===== src/hdl/hafe_pkg.sv =====
// shared types, constants and helpers of the hex ascii frame encoder
// no dependencies
package hafe_pkg;

    localparam logic [7:0] START_BYTE = 8'hE8;
    localparam logic [7:0] END_BYTE   = 8'hEA;
    localparam logic [7:0] CHAR_CR    = 8'h0D;
    localparam logic [7:0] CHAR_LF    = 8'h0A;

    localparam logic OP_HEADER  = 1'b0;
    localparam logic OP_PAYLOAD = 1'b1;

    localparam int QUEUE_DEPTH = 2;

    // one classified word, as handed from the front to the back
    typedef struct packed {
        logic            err;      // rejected word, one error result
        logic            hdr;      // four frame bytes, else one payload byte
        logic            trailer;  // checksum, end byte and cr lf follow
        logic [7:0]      csum;
        logic [3:0][7:0] bytes;
    } t_job;

    function automatic logic [7:0] hex_char(input logic [3:0] nib);
        logic [7:0] c;
        if (nib < 4'd10) begin
            c = 8'h30 + {4'd0, nib};
        end else begin
            c = 8'h61 + {4'd0, nib - 4'd10};
        end
        return c;
    endfunction

endpackage


===== src/hdl/hafe_front.sv =====
// front part: accepts input words, checks them against the frame state
// and builds one job per word; depends on hafe_pkg
module hafe_front import hafe_pkg::*; #(
    parameter int MAX_MSG_LEN = 64
) (
    input  logic       i_clk,
    input  logic       i_rst_n,
    input  logic       i_accept,
    input  logic       i_op,
    input  logic [7:0] i_command,
    input  logic [7:0] i_magic,
    input  logic [7:0] i_msg_length,
    input  logic [7:0] i_msg_byte,
    output t_job       o_job
);

    localparam logic [7:0] MAX_LEN = 8'(MAX_MSG_LEN);

    logic       r_open;
    logic [7:0] r_remaining;
    logic [7:0] r_sum;

    logic       n_open;
    logic [7:0] n_remaining;
    logic [7:0] n_sum;

    logic [7:0] hdr_sum;
    logic [7:0] pay_sum;
    logic [7:0] rem_dec;
    t_job       job;

    always_comb begin
        hdr_sum     = START_BYTE + i_msg_length + i_command + i_magic;
        pay_sum     = r_sum + i_msg_byte;
        rem_dec     = r_remaining - 8'd1;
        job         = '0;
        n_open      = r_open;
        n_remaining = r_remaining;
        n_sum       = r_sum;
        if (i_op == OP_HEADER) begin
            job.hdr      = 1'b1;
            job.bytes[0] = START_BYTE;
            job.bytes[1] = i_msg_length;
            job.bytes[2] = i_command;
            job.bytes[3] = i_magic;
            job.csum     = hdr_sum;
            if (i_msg_length > MAX_LEN) begin
                job.err = 1'b1;
            end else if (i_msg_length == 8'd0) begin
                job.trailer = 1'b1;
                n_open      = 1'b0;
                n_remaining = 8'd0;
                n_sum       = 8'd0;
            end else begin
                n_open      = 1'b1;
                n_remaining = i_msg_length;
                n_sum       = hdr_sum;
            end
        end else begin
            job.bytes[0] = i_msg_byte;
            job.csum     = pay_sum;
            if (!r_open) begin
                job.err = 1'b1;
            end else if (rem_dec == 8'd0) begin
                job.trailer = 1'b1;
                n_open      = 1'b0;
                n_remaining = 8'd0;
                n_sum       = 8'd0;
            end else begin
                n_remaining = rem_dec;
                n_sum       = pay_sum;
            end
        end
    end

    assign o_job = job;

    always_ff @(posedge i_clk) begin
        if (!i_rst_n) begin
            r_open      <= 1'b0;
            r_remaining <= 8'd0;
            r_sum       <= 8'd0;
        end else if (i_accept) begin
            r_open      <= n_open;
            r_remaining <= n_remaining;
            r_sum       <= n_sum;
        end
    end

endmodule


===== src/hdl/hafe_queue.sv =====
// short job queue between front and back
// depends on hafe_pkg
module hafe_queue import hafe_pkg::*; (
    input  logic i_clk,
    input  logic i_rst_n,
    input  logic i_push,
    input  t_job i_job,
    input  logic i_pop,
    output logic o_full,
    output logic o_empty,
    output t_job o_head
);

    localparam int PW = (QUEUE_DEPTH > 1) ? $clog2(QUEUE_DEPTH) : 1;
    localparam int CW = $clog2(QUEUE_DEPTH + 1);

    t_job          r_slot [QUEUE_DEPTH];
    logic [PW-1:0] r_wr;
    logic [PW-1:0] r_rd;
    logic [CW-1:0] r_count;

    assign o_full  = (r_count == CW'(QUEUE_DEPTH));
    assign o_empty = (r_count == '0);
    assign o_head  = r_slot[r_rd];

    always_ff @(posedge i_clk) begin
        if (i_push) begin
            r_slot[r_wr] <= i_job;
        end
    end

    always_ff @(posedge i_clk) begin
        if (!i_rst_n) begin
            r_wr    <= '0;
            r_rd    <= '0;
            r_count <= '0;
        end else begin
            if (i_push) begin
                r_wr <= (r_wr == PW'(QUEUE_DEPTH - 1)) ? '0 : r_wr + 1'b1;
            end
            if (i_pop) begin
                r_rd <= (r_rd == PW'(QUEUE_DEPTH - 1)) ? '0 : r_rd + 1'b1;
            end
            case ({i_push, i_pop})
                2'b10:   r_count <= r_count + 1'b1;
                2'b01:   r_count <= r_count - 1'b1;
                default: r_count <= r_count;
            endcase
        end
    end

endmodule


===== src/hdl/hafe_back.sv =====
// back part: walks the head job one character per cycle, while the
// output is not stalled, into the output register; depends on hafe_pkg
module hafe_back import hafe_pkg::*; (
    input  logic       i_clk,
    input  logic       i_rst_n,
    input  logic       i_empty,
    input  t_job       i_head,
    output logic       o_pop,
    output logic       o_valid,
    input  logic       i_stall,
    output logic [7:0] o_ascii_char,
    output logic       o_last_of_run,
    output logic       o_error
);

    // character positions after the data bytes
    localparam logic [3:0] T_SUM_HI = 4'd0;
    localparam logic [3:0] T_SUM_LO = 4'd1;
    localparam logic [3:0] T_END_HI = 4'd2;
    localparam logic [3:0] T_END_LO = 4'd3;
    localparam logic [3:0] T_CR     = 4'd4;
    localparam logic [3:0] T_LF     = 4'd5;

    logic [3:0] r_idx;
    logic       r_valid;
    logic [7:0] r_char;
    logic       r_last;
    logic       r_err;

    logic       advance;
    logic       load;
    logic       last;
    logic [3:0] data_chars;
    logic [3:0] tpos;
    logic [7:0] cur_byte;
    logic [7:0] ch;

    always_comb begin
        data_chars = i_head.hdr ? 4'd8 : 4'd2;
        tpos       = r_idx - data_chars;
        cur_byte   = i_head.bytes[r_idx[2:1]];
        ch         = 8'd0;
        if (i_head.err) begin
            ch = 8'd0;
        end else if (r_idx < data_chars) begin
            ch = hex_char(r_idx[0] ? cur_byte[3:0] : cur_byte[7:4]);
        end else begin
            case (tpos)
                T_SUM_HI: ch = hex_char(i_head.csum[7:4]);
                T_SUM_LO: ch = hex_char(i_head.csum[3:0]);
                T_END_HI: ch = hex_char(END_BYTE[7:4]);
                T_END_LO: ch = hex_char(END_BYTE[3:0]);
                T_CR:     ch = CHAR_CR;
                T_LF:     ch = CHAR_LF;
                default:  ch = 8'd0;
            endcase
        end
        if (i_head.err) begin
            last = 1'b1;
        end else if (i_head.trailer) begin
            last = (tpos == T_LF) && (r_idx >= data_chars);
        end else begin
            last = (r_idx == data_chars - 4'd1);
        end
    end

    assign advance = !r_valid || !i_stall;
    assign load    = advance && !i_empty;
    assign o_pop   = load && last;

    always_ff @(posedge i_clk) begin
        if (!i_rst_n) begin
            r_valid <= 1'b0;
            r_idx   <= 4'd0;
        end else begin
            if (advance) begin
                r_valid <= !i_empty;
            end
            if (load) begin
                r_idx <= last ? 4'd0 : r_idx + 4'd1;
            end
        end
    end

    always_ff @(posedge i_clk) begin
        if (load) begin
            r_char <= ch;
            r_last <= last;
            r_err  <= i_head.err;
        end
    end

    assign o_valid       = r_valid;
    assign o_ascii_char  = r_char;
    assign o_last_of_run = r_last;
    assign o_error       = r_err;

endmodule


===== src/hdl/hex_ascii_frame_encoder_unit.sv =====
// top level of the hex ascii frame encoder: front, job queue and back
// depends on hafe_pkg, hafe_front, hafe_queue, hafe_back
//
// Turns header and payload words into a framed stream of lowercase ascii
// hex characters: start byte e8, length, command, magic, payload bytes,
// an 8-bit additive checksum of all earlier bytes and end byte ea, each
// byte as two characters high nibble first, then cr lf. The output gives
// one character per cycle while not stalled, from a single output register,
// and that sets the rate: a header is 8 characters, a payload byte 2,
// the byte closing the frame 8, a zero-length header 14, a rejected word 1.
// Input words are taken every cycle while the two-entry job queue between
// the front and the back has room. A job stays in the queue until its
// last character is loaded, so up to two words wait there, the one being
// sent among them, beside the character held in the output register.
// A header longer than
// MAX_MSG_LEN, or a payload byte with no frame open, gives a single
// result with error and last_of_run set and leaves the frame state as it
// was. A header that arrives while a frame is open drops that frame with
// no trailer. last_of_run marks the final character of each input word.
module hex_ascii_frame_encoder_unit import hafe_pkg::*; #(
    parameter int MAX_MSG_LEN = 64
) (
    input  logic       i_clk,
    input  logic       i_rst_n,
    // input word channel
    input  logic       i_valid,
    output logic       o_stall,
    input  logic       i_op,
    input  logic [7:0] i_command,
    input  logic [7:0] i_magic,
    input  logic [7:0] i_msg_length,
    input  logic [7:0] i_msg_byte,
    // character channel
    output logic       o_valid,
    input  logic       i_stall,
    output logic [7:0] o_ascii_char,
    output logic       o_last_of_run,
    output logic       o_error
);

    logic accept;
    logic q_full;
    logic q_empty;
    logic q_pop;
    t_job front_job;
    t_job head_job;

    // stall only on a full queue, never on the output side directly
    assign o_stall = q_full;
    assign accept  = i_valid && !q_full;

    hafe_front #(
        .MAX_MSG_LEN (MAX_MSG_LEN)
    ) u_front (
        .i_clk        (i_clk),
        .i_rst_n      (i_rst_n),
        .i_accept     (accept),
        .i_op         (i_op),
        .i_command    (i_command),
        .i_magic      (i_magic),
        .i_msg_length (i_msg_length),
        .i_msg_byte   (i_msg_byte),
        .o_job        (front_job)
    );

    // every accepted word, rejected ones too, leaves one job
    hafe_queue u_queue (
        .i_clk   (i_clk),
        .i_rst_n (i_rst_n),
        .i_push  (accept),
        .i_job   (front_job),
        .i_pop   (q_pop),
        .o_full  (q_full),
        .o_empty (q_empty),
        .o_head  (head_job)
    );

    hafe_back u_back (
        .i_clk         (i_clk),
        .i_rst_n       (i_rst_n),
        .i_empty       (q_empty),
        .i_head        (head_job),
        .o_pop         (q_pop),
        .o_valid       (o_valid),
        .i_stall       (i_stall),
        .o_ascii_char  (o_ascii_char),
        .o_last_of_run (o_last_of_run),
        .o_error       (o_error)
    );

endmodule


===== config.mk =====
export PLATFORM = sky130hd
export DESIGN_NAME = hex_ascii_frame_encoder_unit
export DESIGN_NICKNAME = d
export VERILOG_FILES = /design/src/hdl/hafe_pkg.sv /design/src/hdl/hafe_front.sv /design/src/hdl/hafe_queue.sv /design/src/hdl/hafe_back.sv /design/src/hdl/hex_ascii_frame_encoder_unit.sv
export SDC_FILE = /design/constraint.sdc
export NUM_CORES = 1
export LEC_CHECK = 0
export ABC_AREA = 1
export BUFFER_PORTS_ARGS = -buffer_cell sky130_fd_sc_hd__buf_4
export CORE_MARGIN = 3
export CORE_UTILIZATION = 40
export CTS_BUF_LIST = sky130_fd_sc_hd__clkbuf_16
export CTS_CLUSTER_SIZE = 25
export DETAILED_ROUTE_END_ITERATION = 10
export SLEW_MARGIN = 20
export SYNTH_ARGS = -nofsm -noshare
export SYNTH_HDL_FRONTEND = slang
export SYNTH_SLANG_ARGS = --single-unit

===== constraint.sdc =====
create_clock -name i_clk -period 3.89 [get_ports i_clk]
set_clock_uncertainty 0.05 [all_clocks]
set_input_delay 0.778 -clock i_clk [delete_from_list [all_inputs] [get_ports i_clk]]
set_output_delay 0.778 -clock i_clk [all_outputs]
set_load 0.01 [all_outputs]

==> flow_summary_export.csv, run 1 <==
group,metric,value,unit
outcome,outcome,"completed",
routing,drtPass1Iterations,5,
cts,cts_resized,0,
timing,rsz0062_at_grt,"no",
timing,finalHoldWorstSlack,0.4076,ns
yosys,synth_cell_type_count,47,
die,fp-row-count,47,
yosys,synth_area,6952,um^2
timing,setup-violations-final,0,
final_layout,drive_gt1_share,12.85,%
cts,post_cts_buffers,0,
yosys,avgSynthCellArea,8.755,um^2
routing,detail_route.wl_per_cell,15.51,um
setup_path,crit_required,4.01,ns
timing,layout_setup_ws,0.8869,ns
final_layout,multi_input_area,2923,um^2
die,start_util,41.33,%
place,gp_congestion,0.8998,
timing,drv_slew,0,
yosys,synthArstFlopShare,0,%
setup_path,endpoint_kind,"flop",
yosys,synth_ff_type,"edfxtp_1",
cts,cts_htree_levels,4,
global_route,gr-max-usage-layer,"met2",
timing,slew_headroom,58.00,%
routing,dr.first_iter.drc_count,445,
setup_path,worst-setup-path-type,"in2reg",
routing,wl,16.69,mm
power_and_ir_drop,ir_drop,0.0003533,V
timing,max_freq,333.0,MHz
yosys,netlist_instances,794,
routing,drtAntennaViolNets,0,
global_route,gr-usage-all-layers,18.78,%
final_layout,fill_cells,1645,
cts,cts_tree,"built",
cts,cts_buffers,17,
global_route,antenna_found_initial,0,
routing,avgViaCountPerCell,4.934,
timing,min_period_over_period,77.20,%
setup_path,startpoint_type,"input port",
cts,clk_pin_slew,0.06,ns
timing,hold_violations,0,
place,post-place-ws,0.4790,ns
die,die_h,137.8,um
yosys,synth-edff-count,95,
timing,setup_tns,0,ns
cts,numClockSinks,122,
timing,worstMarginPinSlew,0.6235,ns
global_route,gr-usage-met1,27.45,%
global_route,use_met2,27.87,%
yosys,synth.yosys.warnings,0,
min_path,hold_path.class,"reg2reg",
place,dp_hpwl,12.03,mm
die,dieArea,19000,um^2
timing,min_period,3.003,ns
run,maxCapViolCount,0,
die,num_io_pins,49,
power_and_ir_drop,power.density,715.5,nW/um^2
cts,cts_hold_buf,0,
cts,clock-root-buffer,"clkbuf_16",
routing,vias,5309,
global_route,grt_pass1_wl,26.85,mm
setup_path,cp_max_fo,5,
die,die_w,137.8,um
setup_path,startpoint,"i_command[4]",
yosys,syn_nets,873,
final_layout,syn2layout_area_growth,16.29,%
yosys,seq_area_frac_synth,48.81,%
final_layout,n_antenna_cell,0,
global_route,overflow,0,
power_and_ir_drop,total_leakage_power,3.625,nW
setup_path,arrival,3.12,ns
global_route,grtUsageMet3,3.324,%
place,port-buffer-count,47,
min_path,hp-start,"u_queue.r_rd$_SDFFE_PN0P_",
global_route,grt_start_max_net_pins,50,
global_route,grt_pass1_vias,4984,
cts,clkLatencyLatePin,0.42,ns
yosys,ys_ff_latch,122,
yosys,yosysTopAreaCell,"edfxtp_1",
yosys,yosysTopAreaCellShare,41.04,%
routing,drc_errors,0,
final_layout,nNetsFinal,922,
die,core-area,16820,um^2
cts,clock_tree.buffer_depth,2,
final_layout,regArea,3393,um^2
yosys,synth_area_leaders,"edfxtp_1 41%, nand2_1 7.9%, dfxtp_1 7.8%, inv_1 6.4%, ha_1 5.9%",
-- cells by family after synthesis --
family | count (synthesis) | share of synthesized area, %
adder cells (fa/ha/maj) | 42 | 8.531
buffers and inverters | 148 | 9.359
other | 1 | 0.05394
AO/OA/AOI/OAI | 122 | 9.737
flip-flops | 122 | 48.81
XOR/XNOR | 21 | 2.646
AND/OR/NAND/NOR | 338 | 20.86
-- metal layers --
layer	wire [um]	vias up
li1	-	2707
met1	8014	2440
met2	7412	139
met3	946	23
met4	316	0
met5	0	-
-- cells in the mapped netlist (2+ instances only) --
library cell,count
o21ai_2,4
buf_2,9
nand3_1,69
fa_1,9
clkbuf_1,3
or2_1,2
o21ai_0,40
or2_2,5
xor2_1,12
nor3_2,2
or2_0,2
nand4_1,5
nor3_1,3
o211ai_1,3
dfxtp_1,27
nor2_1,93
nor2_4,2
o21a_1,2
nand3b_1,2
edfxtp_1,95
ha_1,33
inv_2,3
buf_1,4
nor2_2,2
xnor2_1,9
a31oi_1,4
o21ai_1,12
inv_1,118
o22ai_1,2
nand2_2,3
a21oi_1,46
o31ai_1,2
buf_6,6
nand2_1,146
buf_4,3
-- where the power goes --
part | switching (W) | total [W] | leakage [nW] | internal [W]
sequential | 0.0000997 | 0.00182 | 1.12 | 0.00172
clock | 0.000573 | 0.00163 | 0.308 | 0.00106
combinational | 0.00151 | 0.00233 | 2.20 | 0.000813
-- worst paths after layout --
path | slack, ns | end | cells after the start
max | 0.89 | u_queue.r_slot[0][39]$_DFFE_PP_ | 13
min | 0.41 | u_queue.r_rd$_SDFFE_PN0P_ | 1
max reg2reg | 0.89 | u_back.o_ascii_char[2]$_SDFFCE_PP0P_ | 14
min reg2reg | 0.41 | u_queue.r_rd$_SDFFE_PN0P_ | 1
-- worst max-delay path, stage by stage --
cell and delay, ns:
buf_4 0.08, inv_1 0.06, fa_1 0.54, inv_1 0.04, ha_1 0.28, ha_1 0.35
a21oi_1 0.20, nand2_1 0.08, nand2_1 0.10, nand2_1 0.07, a21oi_1 0.17, nand3_1 0.12
a31o_2 0.27
-- final cells by class --
| class | count | area share, % |
|---|---|---|
| repair buffers | 57 | 5.293 |
| clock buffers | 17 | 5.262 |
| multi-input cells | 524 | 36.16 |
| flip-flops and latches | 122 | 41.97 |
| inverters | 121 | 5.618 |
| clock inverters | 15 | 2.291 |
| well taps | 220 | 3.405 |
-- sequential cells by signal (all words and copies together), names as in the netlist, named ones only --
register              cells
u_back.o_error            1
u_front.r_remaining       8
u_queue.r_wr              1
u_back.o_last_of_run      1
u_back.r_idx              4
u_front.r_sum             8
u_back.o_valid            1
u_back.o_ascii_char       7
u_queue.r_rd              1
u_queue.r_slot           86
u_front.r_open            1
u_queue.r_count           2
-- through the flow --
step / power, W / instance area (um^2) / instances / utilization, %
6_report: 0.005784 / 8084 / 1076 / 48.07
5_1_grt: 0.006214 / 8084 / 1076 / 48.07
4_1_cts: 0.005816 / 8084 / 1076 / 48.07
3_5_place_dp: 0.004164 / 7473 / 1044 / 44.44
3_3_place_gp: 0.004153 / 7473 / 1044 / 44.44
2_1_floorplan: 0.003620 / 6952 / 794 / -
-- cell usage in the layout, fill, tap and decap left out, drive strengths merged, types with 4 or more instances in the layout --
cell type  synthesis  routed
clkinv             0       5
nand2            149     149
nand4              5       5
clkbuf             3      17
bufinv             0       4
nand3             70      70
ha                33      33
a31oi              4       4
buf               24      57
fa                 9       9
xor2              12      12
a21oi             47      47
or2                9       9
xnor2              9       9
dfxtp             27      27
nor3               5       5
inv              121     126
nor2              97      97
o21ai             56      56
edfxtp            95      95
No activity file was read; power rests on OpenSTA's default activity.
==> inputs of run 2 (changes only) <==
==> constraint.sdc (replaced) <==
create_clock -name i_clk -period 3.12 [get_ports i_clk]
set_clock_uncertainty 0.05 [all_clocks]
set_input_delay 0.624 -clock i_clk [delete_from_list [all_inputs] [get_ports i_clk]]
set_output_delay 0.624 -clock i_clk [all_outputs]
set_load 0.01 [all_outputs]
==> flow_summary_export.csv, run 2 (synthesized netlist as in run 1, its figures left out) <==
group,metric,value,unit
min_path,hp-start,"u_queue.r_rd$_SDFFE_PN0P_",
cts,numClockSinks,122,
timing,slew_headroom,58.82,%
power_and_ir_drop,total_leakage_power,3.692,nW
cts,clock-root-buffer,"clkbuf_16",
global_route,overflow,0,
timing,min_period_over_period,90.05,%
cts,clkLatencyLatePin,0.41,ns
timing,worstMarginPinSlew,0.6112,ns
setup_path,worst-setup-path-type,"reg2reg",
place,post-place-ws,-0.06299,ns
routing,detail_route.wl_per_cell,15.35,um
min_path,hold_path.class,"reg2reg",
final_layout,fin_cells,1091,
place,dp_hpwl,12.36,mm
setup_path,startpoint_type,"flop",
die,dieArea,19000,um^2
cts,cts_buffers,17,
die,core-area,16820,um^2
die,die_h,137.8,um
final_layout,drive_gt1_share,14.93,%
setup_path,worstRegToRegCells,18,
global_route,grt_pass1_wl,26.63,mm
timing,finalHoldWorstSlack,0.4047,ns
final_layout,n_antenna_cell,0,
final_layout,final_cell_mix,"146 x nand2_1, 119 x inv_1, 95 x edfxtp_1",
timing,max_freq,355.9,MHz
final_layout,regMostFlops,"u_queue.r_slot",
timing,setup-violations-final,0,
outcome,outcome,"completed",
routing,dr.first_iter.drc_count,416,
routing,drtPass1Iterations,5,
setup_path,worstReg2RegStart,"u_queue.r_slot[0][41]$_DFFE_PP_",
routing,avgViaCountPerCell,4.922,
min_path,holdPathStages,1,
global_route,antenna_found_initial,0,
power_and_ir_drop,ir_drop,0.0004574,V
final_layout,syn2layout_area_growth,18.18,%
place,gp_congestion,0.8998,
routing,vias,5370,
cts,cts_tree,"built",
die,num_io_pins,49,
setup_path,endpoint_kind,"flop",
setup_path,crit_required,3.36,ns
final_layout,nNetsFinal,937,
final_layout,final_common_cell,"nand2_1",
final_layout,fill_cells,1630,
final_layout,reg.largest.list,"u_queue.r_slot: 86 flops, u_front.r_remaining: 8 flops, u_front.r_sum: 8 flops",
run,maxCapViolCount,0,
cts,cts_htree_levels,4,
setup_path,arrival,3.05,ns
routing,drc_errors,0,
routing,drtAntennaViolNets,0,
timing,hold_violations,0,
cts,clock_tree.buffer_depth,2,
place,placed_area,7611,um^2
place,port-buffer-count,47,
global_route,grt_start_max_net_pins,44,
setup_path,reg2reg_to,"u_queue.r_count[1]$_SDFFE_PN0P_",
cts,cts_hold_buf,0,
die,start_util,41.33,%
timing,rsz0062_at_grt,"no",
power_and_ir_drop,power.density,880.1,nW/um^2
timing,drv_slew,0,
final_layout,design_area,8215,um^2
setup_path,r2r_slack,0.31,ns
cts,clk_pin_slew,0.06,ns
global_route,gr-usage-all-layers,18.63,%
die,fp-row-count,47,
timing,min_period,2.810,ns
setup_path,cp_max_fo,4,
routing,wl,16.74,mm
final_layout,largest_reg_flops,86,
die,die_w,137.8,um
timing,layout_setup_ws,0.3103,ns
final_layout,postLayoutCoreUtil,48.85,%
place,dp.cells,1059,
global_route,grt_pass1_vias,5143,
-- run 2: timing repair --
action	4_1_cts	5_1_grt
gates resized for setup	0	2
endpoints found under the hold margin	0	0
setup endpoints to repair	0	1
setup buffers	0	0
-- run 2: report_power, final --
group / total [W] / leakage (nW) / internal (W) / switching (W)
combinational: 0.00300 / 2.28 / 0.00109 / 0.00191
sequential: 0.00225 / 1.12 / 0.00215 / 0.000102
clock: 0.00198 / 0.291 / 0.00126 / 0.000726
-- run 2: routing by layer --
metal  wire length (um)  part of all wire (%)  GRT usage (%)
met1               7891                    47          26.06
met5                  0                     0              0
met4                408                   2.4          7.135
met3               1031                   6.2          3.908
met2               7413                    44          28.44
-- run 2: cell type report --
class	instances	area (um^2)	area share, %
Sequential cell	122	3395	41.32
Tap cell	220	275.3	3.351
Inverter	121	454.2	5.528
Multi-Input combinational cell	524	2927	35.62
Clock buffer	17	425.4	5.178
Clock inverter	15	173.9	2.117
Timing Repair Buffer	72	565.5	6.884
-- run 2: worst max-delay path: stages, from the launching register on --
cell and delay (ns):
edfxtp_1 0.37, o21ai_2 0.20, ha_1 0.21, ha_1 0.18
inv_1 0.05, nand2_1 0.07, nand2_1 0.05, nor2_1 0.15
nand3_1 0.12, a21oi_1 0.15, nand2_1 0.06, nand2_1 0.12
nand2_1 0.11, inv_2 0.11, ha_1 0.25, a21oi_1 0.11
o21ai_0 0.11, o21ai_0 0.16, a21oi_1 0.06
-- run 2: metrics by stage --
step,total power (W),TNS (ns)
after floorplan,0.004514,0
after global placement,0.005258,-0.1597
after detailed placement,0.005277,-0.2302
after CTS,0.007270,0
after global routing,0.007767,0
final,0.007230,0
-- run 2: worst max path at each step --
stage	startpoint	to	slack, ns	depth (start not counted)
3_3_place_gp	i_command[2]	u_queue.r_slot[0][38]$_DFFE_PP_	-0.04	11
4_1_cts	u_queue.r_slot[0][41]$_DFFE_PP_	u_queue.r_count[1]$_SDFFE_PN0P_	0.26	18
3_5_place_dp	i_command[4]	u_queue.r_slot[0][39]$_DFFE_PP_	-0.06	13
2_1_floorplan	i_valid	u_queue.r_slot[1][0]$_DFFE_PP_	0.05	2
5_1_grt	u_queue.r_slot[1][41]$_DFFE_PP_	u_queue.r_count[1]$_SDFFE_PN0P_	0.03	20
6_report	u_queue.r_slot[0][41]$_DFFE_PP_	u_queue.r_count[1]$_SDFFE_PN0P_	0.31	18
